<file path="src/hdl/frfp_pkg.sv">
`default_nettype none
// ----------------------------------------------------------------------------
// Face record field parser package
// Shared types, codes and field length table.
// ----------------------------------------------------------------------------
package frfp_pkg;

	localparam int unsigned QueueDepth = 4;

	typedef enum logic [4:0] {
		FC_VERSION     = 5'd0,
		FC_POINT_MAJOR = 5'd13,
		FC_POINT_MINOR = 5'd14,
		FC_PHOTO       = 5'd26,
		FC_TOO_SHORT   = 5'd27,
		FC_BAD_MAGIC   = 5'd28,
		FC_TRUNCATED   = 5'd29,
		FC_DONE        = 5'd30
	} field_code_t;

	localparam logic [4:0] PhVersion    = 5'd0;
	localparam logic [4:0] PhNumImages  = 5'd2;
	localparam logic [4:0] PhImgLen     = 5'd3;
	localparam logic [4:0] PhNumPoints  = 5'd4;
	localparam logic [4:0] PhPoseUnc    = 5'd11;
	localparam logic [4:0] PhPointType  = 5'd12;
	localparam logic [4:0] PhPointCode  = 5'd13;
	localparam logic [4:0] PhPointMinor = 5'd14;
	localparam logic [4:0] PhPointX     = 5'd15;
	localparam logic [4:0] PhPointRsv   = 5'd17;
	localparam logic [4:0] PhImgType    = 5'd18;
	localparam logic [4:0] PhQuality    = 5'd25;
	localparam logic [4:0] PhPhoto      = 5'd26;
	localparam logic [4:0] PhMagic      = 5'd28;
	localparam logic [4:0] PhIdle       = 5'd31;

	localparam logic [31:0] MinLen = 32'd46;

	typedef struct packed {
		logic [7:0]  data_byte;
		logic        first_byte;
		logic [31:0] buffer_length;
	} in_item_t;

	typedef struct packed {
		logic [4:0]  field_code;
		logic [31:0] field_value;
		logic [15:0] image_number;
		logic [15:0] point_number;
		logic        run_end;
	} out_item_t;

	// one step's results: up to two
	typedef struct packed {
		logic      two;
		out_item_t r0;
		out_item_t r1;
	} step_t;

	function automatic logic [2:0] field_len(input logic [4:0] ph);
		logic [2:0] r;
		unique case (ph)
			5'd0, 5'd1, 5'd3: r = 3'd4;
			5'd8, 5'd10, 5'd11: r = 3'd3;
			5'd2, 5'd4, 5'd9, 5'd15, 5'd16, 5'd17, 5'd20, 5'd21, 5'd24, 5'd25: r = 3'd2;
			5'd14: r = 3'd0;
			default: r = 3'd1;
		endcase
		return r;
	endfunction

	function automatic logic [7:0] magic_byte(input logic [1:0] i);
		logic [7:0] r;
		unique case (i)
			2'd0: r = 8'h46;
			2'd1: r = 8'h41;
			default: r = 8'h43;
		endcase
		return r;
	endfunction

endpackage
`default_nettype wire

</file>
<file path="src/hdl/frfp_stream_if.sv">
`default_nettype none
// ----------------------------------------------------------------------------
// Stream interface
// Valid/ready channel carrying one payload item.
// ----------------------------------------------------------------------------
interface frfp_stream_if #(parameter type payload_t = logic) ();
	logic     valid;
	logic     ready;
	payload_t payload;
	modport source (output valid, output payload, input ready);
	modport sink (input valid, input payload, output ready);
endinterface
`default_nettype wire

</file>
<file path="src/hdl/frfp_front.sv">
`default_nettype none
// ----------------------------------------------------------------------------
// Front end
// Parses each accepted byte and pushes its results as one step entry.
// ----------------------------------------------------------------------------
module frfp_front import frfp_pkg::*; (
	input  wire logic      clk,
	input  wire logic      arst_n,
	input  wire logic      in_valid,
	output logic           in_ready,
	input  wire in_item_t  in_item,
	output logic           push,
	output step_t          push_step,
	input  wire logic      full
);
	logic [4:0]  phase_q;
	logic [2:0]  bif_q;
	logic [31:0] asm_q, left_q, reclen_q, photo_q;
	logic [15:0] imgtot_q, img_q, pttot_q, pt_q;

	logic [4:0]  phase_d;
	logic [2:0]  bif_d;
	logic [31:0] asm_d, left_d, reclen_d, photo_d;
	logic [15:0] imgtot_d, img_d, pttot_d, pt_d;
	logic        fire;
	logic [1:0]  n;
	out_item_t   r0, r1;
	logic        done;
	logic [4:0]  ph;
	logic [7:0]  b;
	logic [2:0]  bif1;
	logic [33:0] raw;
	logic [15:0] imgn;

	assign in_ready = !full;
	assign fire = in_valid && in_ready;
	assign b = in_item.data_byte;

	always_comb begin
		phase_d = phase_q; bif_d = bif_q; asm_d = asm_q; left_d = left_q;
		reclen_d = reclen_q; photo_d = photo_q; imgtot_d = imgtot_q; img_d = img_q;
		pttot_d = pttot_q; pt_d = pt_q;
		n = 2'd0; r0 = '0; r1 = '0; done = 1'b0; ph = phase_q; bif1 = '0; raw = '0;
		imgn = '0;
		push = 1'b0;
		if (fire) begin
			if (in_item.first_byte) begin
				phase_d = PhMagic; bif_d = '0; asm_d = '0; reclen_d = '0; photo_d = '0;
				imgtot_d = '0; img_d = '0; pttot_d = '0; pt_d = '0;
				left_d = in_item.buffer_length;
				ph = PhMagic;
			end
			if (in_item.first_byte && in_item.buffer_length < MinLen) begin
				phase_d = PhIdle; left_d = '0;
				r0.field_code = FC_TOO_SHORT; n = 2'd1;
			end else if (ph != PhIdle) begin
				left_d = left_d - 32'd1;
				if (ph == PhMagic) begin
					if (bif_d < 3'd3 && b != magic_byte(bif_d[1:0])) begin
						phase_d = PhIdle;
						r0.field_code = FC_BAD_MAGIC; n = 2'd1;
					end else if (bif_d == 3'd3) begin
						bif_d = '0; phase_d = PhVersion;
					end else begin
						bif_d = bif_d + 3'd1;
					end
				end else if (ph == PhPhoto) begin
					r0.field_code = FC_PHOTO; r0.field_value = {24'd0, b};
					r0.image_number = img_q; n = 2'd1;
					photo_d = photo_q - 32'd1;
					if (photo_d == '0) begin
						img_d = img_q + 16'd1;
						if (img_d < imgtot_q) phase_d = PhImgLen;
						else begin phase_d = PhIdle; done = 1'b1; end
					end
				end else if (ph < PhPhoto && ph != PhPointMinor) begin
					asm_d = (bif_q == '0) ? {24'd0, b} : {asm_q[23:0], b};
					bif1 = bif_q + 3'd1;
					bif_d = bif1;
					if (bif1 >= field_len(ph)) begin
						bif_d = '0;
						imgn = (ph >= PhImgLen) ? img_q : 16'd0;
						r0.image_number = imgn; r1.image_number = imgn;
						if (ph >= PhPointType && ph <= PhPointRsv) begin
							r0.point_number = pt_q; r1.point_number = pt_q;
						end
						if (ph == PhPointCode) begin
							r0.field_code = FC_POINT_MAJOR; r0.field_value = {28'd0, b[7:4]};
							r1.field_code = FC_POINT_MINOR; r1.field_value = {28'd0, b[3:0]};
							n = 2'd2;
						end else begin
							r0.field_code = ph; r0.field_value = asm_d; n = 2'd1;
						end
						phase_d = ph + 5'd1;
						priority if (ph == PhNumImages) begin
							imgtot_d = asm_d[15:0]; img_d = '0;
							if (asm_d[15:0] == '0) begin phase_d = PhIdle; done = 1'b1; end
						end else if (ph == PhImgLen) begin
							reclen_d = asm_d;
						end else if (ph == PhNumPoints) begin
							pttot_d = asm_d[15:0]; pt_d = '0;
						end else if (ph == PhPoseUnc) begin
							phase_d = (pttot_q != '0) ? PhPointType : PhImgType;
						end else if (ph == PhPointCode) begin
							phase_d = PhPointX;
						end else if (ph == PhPointRsv) begin
							pt_d = pt_q + 16'd1;
							phase_d = (pt_d < pttot_q) ? PhPointType : PhImgType;
						end else if (ph == PhQuality) begin
							raw = {2'b00, reclen_q} - 34'd32 - {15'd0, pttot_q, 3'd0};
							if (raw[33] || raw > {2'b00, left_d}) raw = {2'b00, left_d};
							photo_d = raw[31:0];
							if (photo_d == '0) begin
								img_d = img_q + 16'd1;
								if (img_d < imgtot_q) phase_d = PhImgLen;
								else begin phase_d = PhIdle; done = 1'b1; end
							end else phase_d = PhPhoto;
						end else begin
						end
					end
				end else begin
					phase_d = PhIdle;
				end
				if (done) begin
					if (n == 2'd0) begin r0 = '0; r0.field_code = FC_DONE; end
					else begin r1 = '0; r1.field_code = FC_DONE; end
					n = n + 2'd1;
				end else if (left_d == '0 && phase_d != PhIdle) begin
					if (n == 2'd0) begin r0 = '0; r0.field_code = FC_TRUNCATED; end
					else begin r1 = '0; r1.field_code = FC_TRUNCATED; end
					n = (n == 2'd0) ? 2'd1 : 2'd2;
					phase_d = PhIdle;
				end
			end
			if (n == 2'd2) r1.run_end = 1'b1;
			else r0.run_end = 1'b1;
			push = (n != 2'd0);
		end
		push_step.two = (n == 2'd2);
		push_step.r0 = r0;
		push_step.r1 = r1;
	end

	always_ff @(posedge clk or negedge arst_n) begin
		if (!arst_n) begin
			phase_q <= PhIdle; bif_q <= '0; asm_q <= '0; left_q <= '0; reclen_q <= '0;
			photo_q <= '0; imgtot_q <= '0; img_q <= '0; pttot_q <= '0; pt_q <= '0;
		end else begin
			phase_q <= phase_d; bif_q <= bif_d; asm_q <= asm_d; left_q <= left_d;
			reclen_q <= reclen_d; photo_q <= photo_d; imgtot_q <= imgtot_d;
			img_q <= img_d; pttot_q <= pttot_d; pt_q <= pt_d;
		end
	end
endmodule
`default_nettype wire

</file>
<file path="src/hdl/frfp_back.sv">
`default_nettype none
// ----------------------------------------------------------------------------
// Back end
// Step queue read out directly as the output; splits two-result steps into items.
// ----------------------------------------------------------------------------
module frfp_back import frfp_pkg::*; #(
	parameter int unsigned Depth = QueueDepth
) (
	input  wire logic      clk,
	input  wire logic      arst_n,
	input  wire logic      push,
	input  wire step_t     push_step,
	output logic           full,
	output logic           out_valid,
	input  wire logic      out_ready,
	output out_item_t      out_item
);
	localparam int unsigned AW = (Depth > 1) ? $clog2(Depth) : 1;

	step_t          mem_q [Depth];
	logic [AW-1:0]  wr_q, rd_q;
	logic [AW:0]    cnt_q;
	logic           second_q;
	logic           pop;
	step_t          head;

	assign full = (cnt_q == (AW+1)'(Depth));
	assign head = mem_q[rd_q];
	assign out_valid = (cnt_q != '0);
	assign out_item = second_q ? head.r1 : head.r0;
	assign pop = out_valid && out_ready && (second_q || !head.two);

	always_ff @(posedge clk) begin
		if (push) mem_q[wr_q] <= push_step;
	end

	always_ff @(posedge clk or negedge arst_n) begin
		if (!arst_n) begin
			wr_q <= '0; rd_q <= '0; cnt_q <= '0; second_q <= 1'b0;
		end else begin
			if (push) wr_q <= (wr_q == AW'(Depth - 1)) ? '0 : wr_q + AW'(1);
			if (pop) rd_q <= (rd_q == AW'(Depth - 1)) ? '0 : rd_q + AW'(1);
			cnt_q <= cnt_q + (AW+1)'(push) - (AW+1)'(pop);
			if (out_valid && out_ready) second_q <= head.two && !second_q;
		end
	end
endmodule
`default_nettype wire

</file>
<file path="src/hdl/face_record_field_parser_core.sv">
`default_nettype none
// ----------------------------------------------------------------------------
// Face record field parser core
// Byte-serial parser for face image records.
// ----------------------------------------------------------------------------
// Input channel in_ch carries data_byte, first_byte and buffer_length; an item
// with first_byte set restarts parsing. Output channel out_ch carries one
// parsed field per item with field_code, field_value, image_number,
// point_number and run_end.
// The front end takes one byte per cycle while the queue has room and parses
// it in that cycle; its results are registered in a small step queue before
// they appear on out_ch. A byte yielding two results leaves as two items; the
// queue absorbs the extra item, so in_ch takes one byte per cycle back to back
// unless out_ch stalls.
// When out_ch stalls, the queue fills and in_ch.ready drops until a slot
// frees. Reset empties the queue and puts the parser into its idle phase,
// where bytes are dropped until a first byte arrives.
// ----------------------------------------------------------------------------
module face_record_field_parser_core import frfp_pkg::*; #(
	parameter int unsigned Depth = QueueDepth
) (
	input  wire logic                clk,
	input  wire logic                arst_n,
	frfp_stream_if.sink              in_ch,
	frfp_stream_if.source            out_ch
);
	logic  push, full;
	step_t push_step;

	frfp_front u_front (
		.clk, .arst_n,
		.in_valid (in_ch.valid), .in_ready (in_ch.ready), .in_item (in_ch.payload),
		.push, .push_step, .full
	);

	frfp_back #(.Depth(Depth)) u_back (
		.clk, .arst_n, .push, .push_step, .full,
		.out_valid (out_ch.valid), .out_ready (out_ch.ready), .out_item (out_ch.payload)
	);

	assert property (@(posedge clk) disable iff (!arst_n)
		(push && full) |-> 1'b0) else $error("push into full queue");
	assert property (@(posedge clk) disable iff (!arst_n)
		(out_ch.valid && out_ch.payload.field_code == FC_POINT_MAJOR) |-> !out_ch.payload.run_end)
		else $error("major code closing a step");
	assert property (@(posedge clk) disable iff (!arst_n)
		(in_ch.valid && in_ch.ready && in_ch.payload.first_byte
		 && in_ch.payload.buffer_length < MinLen) |-> push)
		else $error("short buffer not reported");
endmodule
`default_nettype wire

</file>
<file path="src/flat_wrapper.sv">
// flat-port wrapper written by rule: the top's interface ports become plain ports
module face_record_field_parser_core_flat import frfp_pkg::*;
#(
	parameter int unsigned Depth = QueueDepth
)
  (clk, arst_n, in_ch_valid, in_ch_payload, in_ch_ready, out_ch_valid, out_ch_payload, out_ch_ready);
  frfp_stream_if #(.payload_t(in_item_t)) in_ch_i ();
  frfp_stream_if #(.payload_t(out_item_t)) out_ch_i ();
  input  wire logic clk;
  input  wire logic arst_n;
  input wire logic [$bits(in_ch_i.valid)-1:0] in_ch_valid;
  input wire logic [$bits(in_ch_i.payload)-1:0] in_ch_payload;
  output wire logic [$bits(in_ch_i.ready)-1:0] in_ch_ready;
  output wire logic [$bits(out_ch_i.valid)-1:0] out_ch_valid;
  output wire logic [$bits(out_ch_i.payload)-1:0] out_ch_payload;
  input wire logic [$bits(out_ch_i.ready)-1:0] out_ch_ready;
  assign in_ch_i.valid = in_ch_valid;
  assign in_ch_i.payload = in_ch_payload;
  assign in_ch_ready = in_ch_i.ready;
  assign out_ch_valid = out_ch_i.valid;
  assign out_ch_payload = out_ch_i.payload;
  assign out_ch_i.ready = out_ch_ready;
  face_record_field_parser_core #(.Depth(Depth)) u_core (.clk(clk), .arst_n(arst_n), .in_ch(in_ch_i), .out_ch(out_ch_i));
endmodule
</file>
<file path="config.mk">
export PLATFORM = sky130hd
export DESIGN_NAME = face_record_field_parser_core_flat
export DESIGN_NICKNAME = d
export VERILOG_FILES = /design/src/hdl/frfp_pkg.sv /design/src/hdl/frfp_stream_if.sv /design/src/hdl/frfp_front.sv /design/src/hdl/frfp_back.sv /design/src/hdl/face_record_field_parser_core.sv /design/src/flat_wrapper.sv
export SDC_FILE = /design/constraint.sdc
export NUM_CORES = 1
export LEC_CHECK = 0
export BUFFER_PORTS_ARGS = -buffer_cell sky130_fd_sc_hd__buf_2
export CORE_UTILIZATION = 40
export CTS_BUF_LIST = sky130_fd_sc_hd__clkbuf_16
export DETAILED_ROUTE_END_ITERATION = 6
export PLACE_DENSITY_LB_ADDON = 0.08
export REMOVE_ABC_BUFFERS = 1
export SYNTH_ARGS = -nofsm -noshare
export SYNTH_HDL_FRONTEND = slang
export SYNTH_HIERARCHICAL = 1
export SYNTH_SLANG_ARGS = --single-unit
</file>
<file path="constraint.sdc">
create_clock -name clk -period 32.3 [get_ports clk]
set_input_delay 4.845 -clock clk [delete_from_list [all_inputs] [get_ports clk]]
set_output_delay 4.845 -clock clk [all_outputs]
set_load 0.02 [all_outputs]
</file>
==> results.txt, run 1 <==
The run finished, with violations left. The final reports fail on design-rule violations. The filler-free cell count of the finished design came out at 4,869. The standard cell core area is 98,990 µm². The power share of the sequential group came out at 0.384.

The worst register-to-register path begins at u_core/u_front/reclen_q[5]$_DFFE_PN0P_. The share of total power dissipated in combinational logic is 0.302. The startpoint class of the critical path is an input pin.

For this run, the leading register cell type out of synthesis is sky130_fd_sc_hd__edfxtp_1. The proportion of synthesized flip-flops having asynchronous set or reset is 0.2618. The initial antenna violation count came to 4.

The uppermost metal layer occupied by signal nets is met5. The maximum level of the CTS H-tree came out at 3. Across the VDD grid, the largest voltage drop is 0.00005981 V. By area, the combinational part of the netlist is dominated by simple AND/OR/NAND/NOR gates.

Of the total synthesized cell area, the portion taken by full adders, half adders and majority gates is 0.03460. TritonCTS built the clock tree. The worst slack at placement came out at 17,110 ps. The number of warnings printed during yosys synthesis came out at 6. The net switching fraction of the power is 0.3439. The maximum clock rate came out at 0.06861 GHz. The number of cells upsized or downsized after cts came out at 0. The shortest period the worst path allows is 14,580 ps. The number of buffers on the longest clock path came out at 3. Measured against the total synthesized area, the mux share comes to 0.09384.

Hold repair after CTS inserted 0 buffers. The sequential-to-total area share from yosys stat came out at 0.5458. The wire length after detailed routing is 130,600 µm. The sum of internal, switching and leakage power came out at 3.175 mW. The tightest min-delay check is of the register to register type. The synthesized-area fraction occupied by ao, oa, aoi and oai cells is 0.1100.

The worst setup slack after layout came out at 17,720 ps. After clock tree synthesis, the clock-pin slew on the worst setup and hold paths is 60 ps. Setup repair after global routing left no endpoint under its margin. The count of pins on the block boundary came out at 117. The via count of the first global-routing pass came out at 29,130. The met3 routed wirelength came out at 6833 µm. Input and output buffers added on the ports amount to 116. The area enclosed by the die boundary came out at 101,800 µm². The library cells used most frequently in the layout, excluding fill and tap cells, are 564 x sky130_fd_sc_hd__edfxtp_1, 511 x sky130_fd_sc_hd__nand2_1, 228 x sky130_fd_sc_hd__o21ai_0. Leaving out fill and tap cells, the most frequent cell in the layout is sky130_fd_sc_hd__edfxtp_1.

In this run the tightest slew margin relative to its limit is 0.1453. The number of flops mapped to enable cells by yosys came out at 564. The die width came out at 319.1 µm. The sum of negative setup slack came out at 0 ps.

The number of iterations in the first detailed-routing pass is 7. The overall overflow remaining after global route came out at 0. The number of flip-flops and latches in the synthesized netlist came out at 764.

The chip height came out at 319.1 µm. The number of vias in the routed layout came out at 29,070. The part of the total power dissipated in the clock network came out at 0.313.

After detailed routing, the wire length on met1 is 56,720 µm. Of the total synthesized cell area, the portion taken by AND, OR, NAND and NOR gates is 0.1487. The clock net sink count came out at 764. The relative area change from synthesis to final layout is 11.53%.

The final max-slew violation count is 0. STA puts the critical path data required time at 32,580 ps. The mean instance size in the synthesized netlist came out at 11.70 µm². After detailed routing, the average wire length per cell comes to 26.83 µm. Once detail routing completed, the nets flagged for antenna violations numbered 0.

Internal power comes to 2.083 mW. STA classifies the critical path endpoint as a register. By startpoint and endpoint, the worst setup path is classified as input pin to register. The final clock skew is 26.65 ps.

Power spread over the standard cell area amounts to 70.79 nW/µm². The static leakage came out at 16.79 nW. The total of max-cap violations is 0. The share of the synthesized netlist area taken by xor and xnor gates came out at 0.03046. After detailed routing, the number of remaining DRC violations is 5.

The post-synthesis instance area is 40,210 µm². For the pin with the worst max-slew slack, the measured transition is 1282 ps. Including well taps, the total number of placed cells is 4,709.

After detailed routing, the number of vias per cell comes to 5.971. STA puts the critical path data arrival time at 14,860 ps. The net count reported at finish came out at 3,664. The root buffer cell chosen for the clock tree is sky130_fd_sc_hd__clkbuf_16. The pin count of the biggest net entering global routing is 93. The starting density of the core came out at 0.4062. Tracing the worst setup path back leads to its startpoint at in_ch_payload[32]. Setup violations remaining at the end of the flow were counted as 0. The count of routing violations after the opening detailed-route iteration came out at 2,696.

The synthesized netlist cell count is 3,437. The number of different library cells used by synthesis comes to 105. Row generation in the floorplan step produced 115 rows. Of the cells placed in the final design, the portion with a size suffix greater than 1 is 0.1455.

The final-report hold violation count is 0. In the finished design, the share of the clock period the worst path needs comes to 0.4513. The global-route wire length before repair is 194,100 µm.

At the later pin of the worst-skew pair, clock insertion delay measures 660 ps. The placed wire-length estimate after detailed placement came out at 92,260 µm. The setup fix buffers added after clock tree synthesis is 0. The placer congestion estimate came out at 0.8958. Wire segments on met2 add up to 63,800 µm in the final route. The total clock buffers created by CTS is 85. The worst hold path begins at u_core/u_front/imgtot_q[13]$_DFFE_PN0P_. The maximum fanout along the worst path came out at 86. Across every metal layer, demand over resource in global routing totals 0.2550. The net switching power is 1.092 mW.
-- cells in the mapped netlist, types with 20 or more instances --
| library cell | number | area, µm² |
|---|---|---|
| sky130_fd_sc_hd__edfxtp_1 | 564 | 16940 |
| sky130_fd_sc_hd__nand2_1 | 512 | 1922 |
| sky130_fd_sc_hd__o21ai_0 | 229 | 1146 |
| sky130_fd_sc_hd__dfrtp_1 | 195 | 4880 |
| sky130_fd_sc_hd__nor2_1 | 191 | 716.9 |
| sky130_fd_sc_hd__mux4_2 | 141 | 3176 |
| sky130_fd_sc_hd__a21oi_1 | 124 | 620.6 |
| sky130_fd_sc_hd__clkbuf_1 | 123 | 461.7 |
| sky130_fd_sc_hd__inv_1 | 109 | 409.1 |
| sky130_fd_sc_hd__ha_1 | 108 | 1351 |
| sky130_fd_sc_hd__and2_1 | 86 | 538.0 |
| sky130_fd_sc_hd__nand3_1 | 85 | 425.4 |
| sky130_fd_sc_hd__xnor2_1 | 85 | 744.5 |
| sky130_fd_sc_hd__a22o_1 | 76 | 665.6 |
| sky130_fd_sc_hd__nor3_1 | 72 | 360.4 |
| sky130_fd_sc_hd__mux2i_1 | 53 | 530.5 |
| sky130_fd_sc_hd__xor2_1 | 53 | 464.2 |
| sky130_fd_sc_hd__nor4_1 | 44 | 275.3 |
| sky130_fd_sc_hd__buf_4 | 41 | 307.8 |
| sky130_fd_sc_hd__nand4_1 | 38 | 237.7 |
| sky130_fd_sc_hd__a31oi_1 | 36 | 225.2 |
| sky130_fd_sc_hd__or3_1 | 34 | 212.7 |
| sky130_fd_sc_hd__and3_1 | 26 | 162.7 |
| sky130_fd_sc_hd__buf_2 | 24 | 120.1 |
| sky130_fd_sc_hd__nand2b_1 | 21 | 131.4 |
| sky130_fd_sc_hd__nor3b_1 | 20 | 150.1 |
-- cell families (layout without fill, tap and decap cells) --
kind of cell / after synthesis / count (layout)
other cells: 1 / 29
buf+inv: 326 / 443
mux: 200 / 200
fa+ha+maj: 110 / 110
simple gates: 1223 / 1223
flops: 764 / 764
compound gates: 674 / 674
xor+xnor: 139 / 139
-- worst max-delay path: stages --
cell and delay, ps:
sky130_fd_sc_hd__buf_4 650, sky130_fd_sc_hd__or4b_1 550, sky130_fd_sc_hd__a222oi_1 960, sky130_fd_sc_hd__nand2_1 250
sky130_fd_sc_hd__nor4bb_1 380, sky130_fd_sc_hd__xor2_1 350, sky130_fd_sc_hd__ha_1 190, sky130_fd_sc_hd__nand4_1 140
sky130_fd_sc_hd__nor2_1 180, sky130_fd_sc_hd__nand4_1 170, sky130_fd_sc_hd__o32ai_1 300, sky130_fd_sc_hd__o21ai_0 270
sky130_fd_sc_hd__nor2_8 170, sky130_fd_sc_hd__buf_4 550, sky130_fd_sc_hd__or3_1 230, sky130_fd_sc_hd__o21ai_0 150
sky130_fd_sc_hd__and3_1 250, sky130_fd_sc_hd__o31ai_2 830, sky130_fd_sc_hd__o2bb2ai_1 280, sky130_fd_sc_hd__nor4_2 380
sky130_fd_sc_hd__nand2b_1 350, sky130_fd_sc_hd__and2_4 710, sky130_fd_sc_hd__buf_4 830, sky130_fd_sc_hd__buf_4 630
-- flip-flops by register name (all words and copies together) (netlist names) --
register                 count
u_core/u_front/pttot_q      16
u_core/u_front/img_q        16
u_core/u_front/bif_q         3
u_core/u_back/mem_q        564
u_core/u_back/second_q       1
u_core/u_back/wr_q           2
u_core/u_front/photo_q      32
u_core/u_back/rd_q           2
u_core/u_front/imgtot_q     16
u_core/u_front/reclen_q     32
u_core/u_front/asm_q        24
u_core/u_back/cnt_q          3
u_core/u_front/phase_q       5
u_core/u_front/pt_q         16
u_core/u_front/left_q       32
-- layout make-up --
class / count / area (µm²)
Fill cell: 9086 / 54150
Antenna cell: 1 / 2.502
Sequential cell: 764 / 21960
Tap cell: 1287 / 1610
Multi-Input combinational cell: 2374 / 16930
Clock buffer: 89 / 2227
Timing Repair Buffer: 173 / 1032
Inverter: 111 / 416.7
Clock inverter: 70 / 673.1
-- power by group through the flow --
stage | registers, mW | logic (mW) | clock network (mW)
2_1_floorplan | 1.27 | 0.623 | 0
3_3_place_gp | 1.24 | 0.979 | 0
3_5_place_dp | 1.24 | 0.976 | 0
4_1_cts | 1.22 | 0.981 | 1.02
5_1_grt | 1.23 | 1.04 | 1.06
6_report | 1.22 | 0.960 | 0.995
-- path summary, 6_finish.rpt --
check,end,slack (ps),cells past startpoint
worst min-delay path,u_core/u_front/imgtot_q[13]$_DFFE_PN0P_,480,2
worst max-delay path,u_core/u_back/mem_q[3][16]$_DFFE_PP_,17720,24
worst min register to register,u_core/u_front/imgtot_q[13]$_DFFE_PN0P_,480,2
max in group asynchronous,u_core/u_front/reclen_q[19]$_DFFE_PN0P_,25850,3
worst max register to register,u_core/u_back/mem_q[3][16]$_DFFE_PP_,20310,32
min in group asynchronous,u_core/u_front/left_q[6]$_DFFE_PN0P_,4270,1
-- layer usage --
layer	track usage	vias up
met5	0	-
met4	0.06955	2
met3	0.02845	174
met2	0.4278	1049
met1	0.3503	14840
li1	-	13010
-- per-stage QoR --
stage	util	area, µm²	hold WS (ps)
2_1_floorplan	-	39260	448.9
3_3_place_gp	0.4237	41950	460.8
3_5_place_dp	0.4237	41950	470.2
4_1_cts	0.4530	44850	483.7
5_1_grt	0.4530	44850	513.7
6_report	0.4530	44850	484.1
(Power assumes the default switching activity.)
==> run 2, diff against run 1 <==
==> constraint.sdc (replaced) <==
create_clock -name clk -period 14.9 [get_ports clk]
set_input_delay 2.235 -clock clk [delete_from_list [all_inputs] [get_ports clk]]
set_output_delay 2.235 -clock clk [all_outputs]
set_load 0.02 [all_outputs]
==> results.txt, run 2 (synthesis results as in run 1) <==
The placed instance count came out at 4,705. The remaining antenna violation count is 0. The floorplan step defined a die boundary enclosing 101,800 µm². For this configuration, the core starts out at a cell density of 0.4062. STA puts the critical path data required time at 15,220 ps.

The number of placement rows came out at 115. STA puts the critical path data arrival time at 12,000 ps. At the pin with the least slew margin, the transition time is 1199 ps. The count of routing violations after the opening detailed-route iteration came out at 2,217.

The critical path is of the input pin to register type. Adding up every negative setup slack in the final design gives 0 ps. The worst setup path is launched from an input pin. Counting cells, the worst reg-to-reg path comes to 30. Once the clock tree was built, the resizer swapped 0 gates to a different size. The total clock buffers created by CTS came out at 86. The die width came out at 319.1 µm. After detailed routing, the total wire length is 125,600 µm. The H-tree was split into 3 levels. The later-pin clock latency in the skew report came out at 680 ps. The met1 track utilization from global routing is 0.3417.

The setup fix buffers added after clock tree synthesis came out at 0. The maximum clock rate is 0.08562 GHz. Buffers inserted to repair hold after CTS numbered 0. TritonCTS built the clock tree. The overall overflow remaining after global route is 0. The clock period could shrink to 11,680 ps. Port buffering added 116 buffers. The root buffer cell chosen for the clock tree is sky130_fd_sc_hd__clkbuf_16. The fraction of the cycle the final worst path needs is 0.7839. The global-route usage over all layers came out at 0.2450. The core occupancy in the finished layout came out at 0.4522.

The register with the most flip-flops in the final layout is u_core/u_back/mem_q. Entering global routing, the biggest net connects 105 pins. The chip height is 319.1 µm. The library cell used most frequently in the layout, excluding fill and tap cells, is sky130_fd_sc_hd__edfxtp_1. Detailed routing inserted a total of 28,710 vias. The number of iterations in the first detailed-routing pass is 7. For this run, global-route usage on met3 was measured as 0.02991. The worst register-to-register path ends at u_core/u_back/mem_q[1][67]$_DFFE_PP_. The critical path endpoint is u_core/u_back/mem_q[1][67]$_DFFE_PP_. The post-layout instance area is 44,760 µm². The clock net sink count is 764. The power density over the cells is 150.4 nW/µm². STA classifies the critical path endpoint as a register.

The final-report hold violation count was 0. The flip-flop count of the largest register after layout came out at 564. Using the TritonRoute via totals, the vias-per-cell ratio works out to 5.897. The standard cell core area is 98,990 µm².

The count of pins on the block boundary is 117. The filler-free cell count of the finished design is 4,868. In the layout the commonest cells are 564 x sky130_fd_sc_hd__edfxtp_1, 511 x sky130_fd_sc_hd__nand2_1, 228 x sky130_fd_sc_hd__o21ai_0. The placed standard-cell area came out at 41,970 µm². The global-route wire length before repair came out at 187,900 µm. The static leakage came out at 16.77 nW.

The run finished, with violations left. The final clock skew is 46.47 ps. In this run the critical register-to-register path is launched from u_core/u_front/reclen_q[5]$_DFFE_PN0P_. The initial antenna violation count is 2. The final setup violation count came out at 0. The placed wire-length estimate after detailed placement came out at 87,380 µm.

The class of the tightest hold or removal check is register to register. Compared with the post-synthesis result, the final layout area differs by 11.31%. The clock input transition at the sequential cells of the worst setup and hold paths came out at 60 ps. The final max-slew violation count is 0.

Counting along the longest clock path gives a buffer depth of 3. The total of max-cap violations came out at 0. Headroom to the max-slew limit came out at 0.2004. The checks that failed: design-rule violations. The net count reported at finish came out at 3,661. The total DRC errors in the routed layout came out at 2. Routability-driven placement finished with a final weighted congestion of 0.9221. For met2 alone, demand over resource in global routing was 0.4035. The share of final-layout standard cells stronger than drive strength 1 came out at 0.1427. The slack of the worst reg-to-reg path came out at 3690 ps. Tracing the worst setup path back leads to its startpoint at in_ch_payload[32].

The via count of the first global-routing pass is 28,720. Hold is met by 483.0 ps. The layer flagged by global routing as most heavily used is met2. The worst-case vdd ir drop came out at 0.0001053 V.

The maximum fanout along the worst path is 84. After detailed routing, the average wire length per cell comes to 25.80 µm. Setup repair after global routing left no endpoint under its margin.
-- run 2: layout make-up --
| class | count | area [µm²] |
|---|---|---|
| fillers | 9189 | 54230 |
| flip-flops and latches | 764 | 21960 |
| multi-input cells | 2374 | 16930 |
| clock buffers | 86 | 2152 |
| well taps | 1287 | 1610 |
| repair buffers | 169 | 1052 |
| clock inverters | 76 | 636.9 |
| inverters | 111 | 416.7 |
| diodes | 1 | 2.502 |
-- run 2: worst min-delay path by stage --
stage                                           startpoint                                endpoint  cells after the start  slack (ps)
floorplan             u_core/u_front/left_q[0]$_DFFE_PN0P_    u_core/u_front/left_q[0]$_DFFE_PN0P_                      2         450
global placement      u_core/u_front/asm_q[15]$_DFFE_PN0P_    u_core/u_front/asm_q[15]$_DFFE_PN0P_                      2         470
detailed placement    u_core/u_front/asm_q[15]$_DFFE_PN0P_    u_core/u_front/asm_q[15]$_DFFE_PN0P_                      2         470
CTS                   u_core/u_front/asm_q[15]$_DFFE_PN0P_    u_core/u_front/asm_q[15]$_DFFE_PN0P_                      2         480
global route        u_core/u_front/imgtot_q[7]$_DFFE_PN0P_  u_core/u_front/imgtot_q[7]$_DFFE_PN0P_                      1         510
finish                u_core/u_front/asm_q[10]$_DFFE_PN0P_    u_core/u_front/asm_q[10]$_DFFE_PN0P_                      2         480
-- run 2: power by group --
group          switching [mW]  internal, mW
combinational            1.25         0.745
sequential              0.165          2.50
clock                   0.913          1.16
-- run 2: metal layers --
metal | up-vias | wire length, µm
li1 | 12990 | -
met1 | 14660 | 56820
met2 | 886 | 60200
met3 | 169 | 5408
met4 | 2 | 3132
met5 | - | 13
-- run 2: per-stage QoR --
step	worst slack [ps]	total power, mW
4_1_cts	3391	6.833
6_report	3220	6.731
5_1_grt	2564	7.055
3_5_place_dp	2697	4.737
2_1_floorplan	3092	4.108
3_3_place_gp	2910	4.737
-- run 2: critical path, stage by stage --
cell	delay, ps
sky130_fd_sc_hd__buf_4	630
sky130_fd_sc_hd__or4b_1	540
sky130_fd_sc_hd__a222oi_1	1050
sky130_fd_sc_hd__nand2_1	280
sky130_fd_sc_hd__nor4bb_1	390
sky130_fd_sc_hd__xor2_1	340
sky130_fd_sc_hd__ha_1	190
sky130_fd_sc_hd__nand4_1	130
sky130_fd_sc_hd__nor2_1	180
sky130_fd_sc_hd__nand4_1	160
sky130_fd_sc_hd__o32ai_1	290
sky130_fd_sc_hd__o21ai_0	270
sky130_fd_sc_hd__nor2_8	770
sky130_fd_sc_hd__nand4bb_2	280
sky130_fd_sc_hd__o32ai_4	440
sky130_fd_sc_hd__a31oi_1	160
sky130_fd_sc_hd__o31ai_2	1010
sky130_fd_sc_hd__o2bb2ai_1	320
sky130_fd_sc_hd__nor4_2	370
sky130_fd_sc_hd__nand2b_1	430
sky130_fd_sc_hd__and2_4	810
sky130_fd_sc_hd__buf_4	530
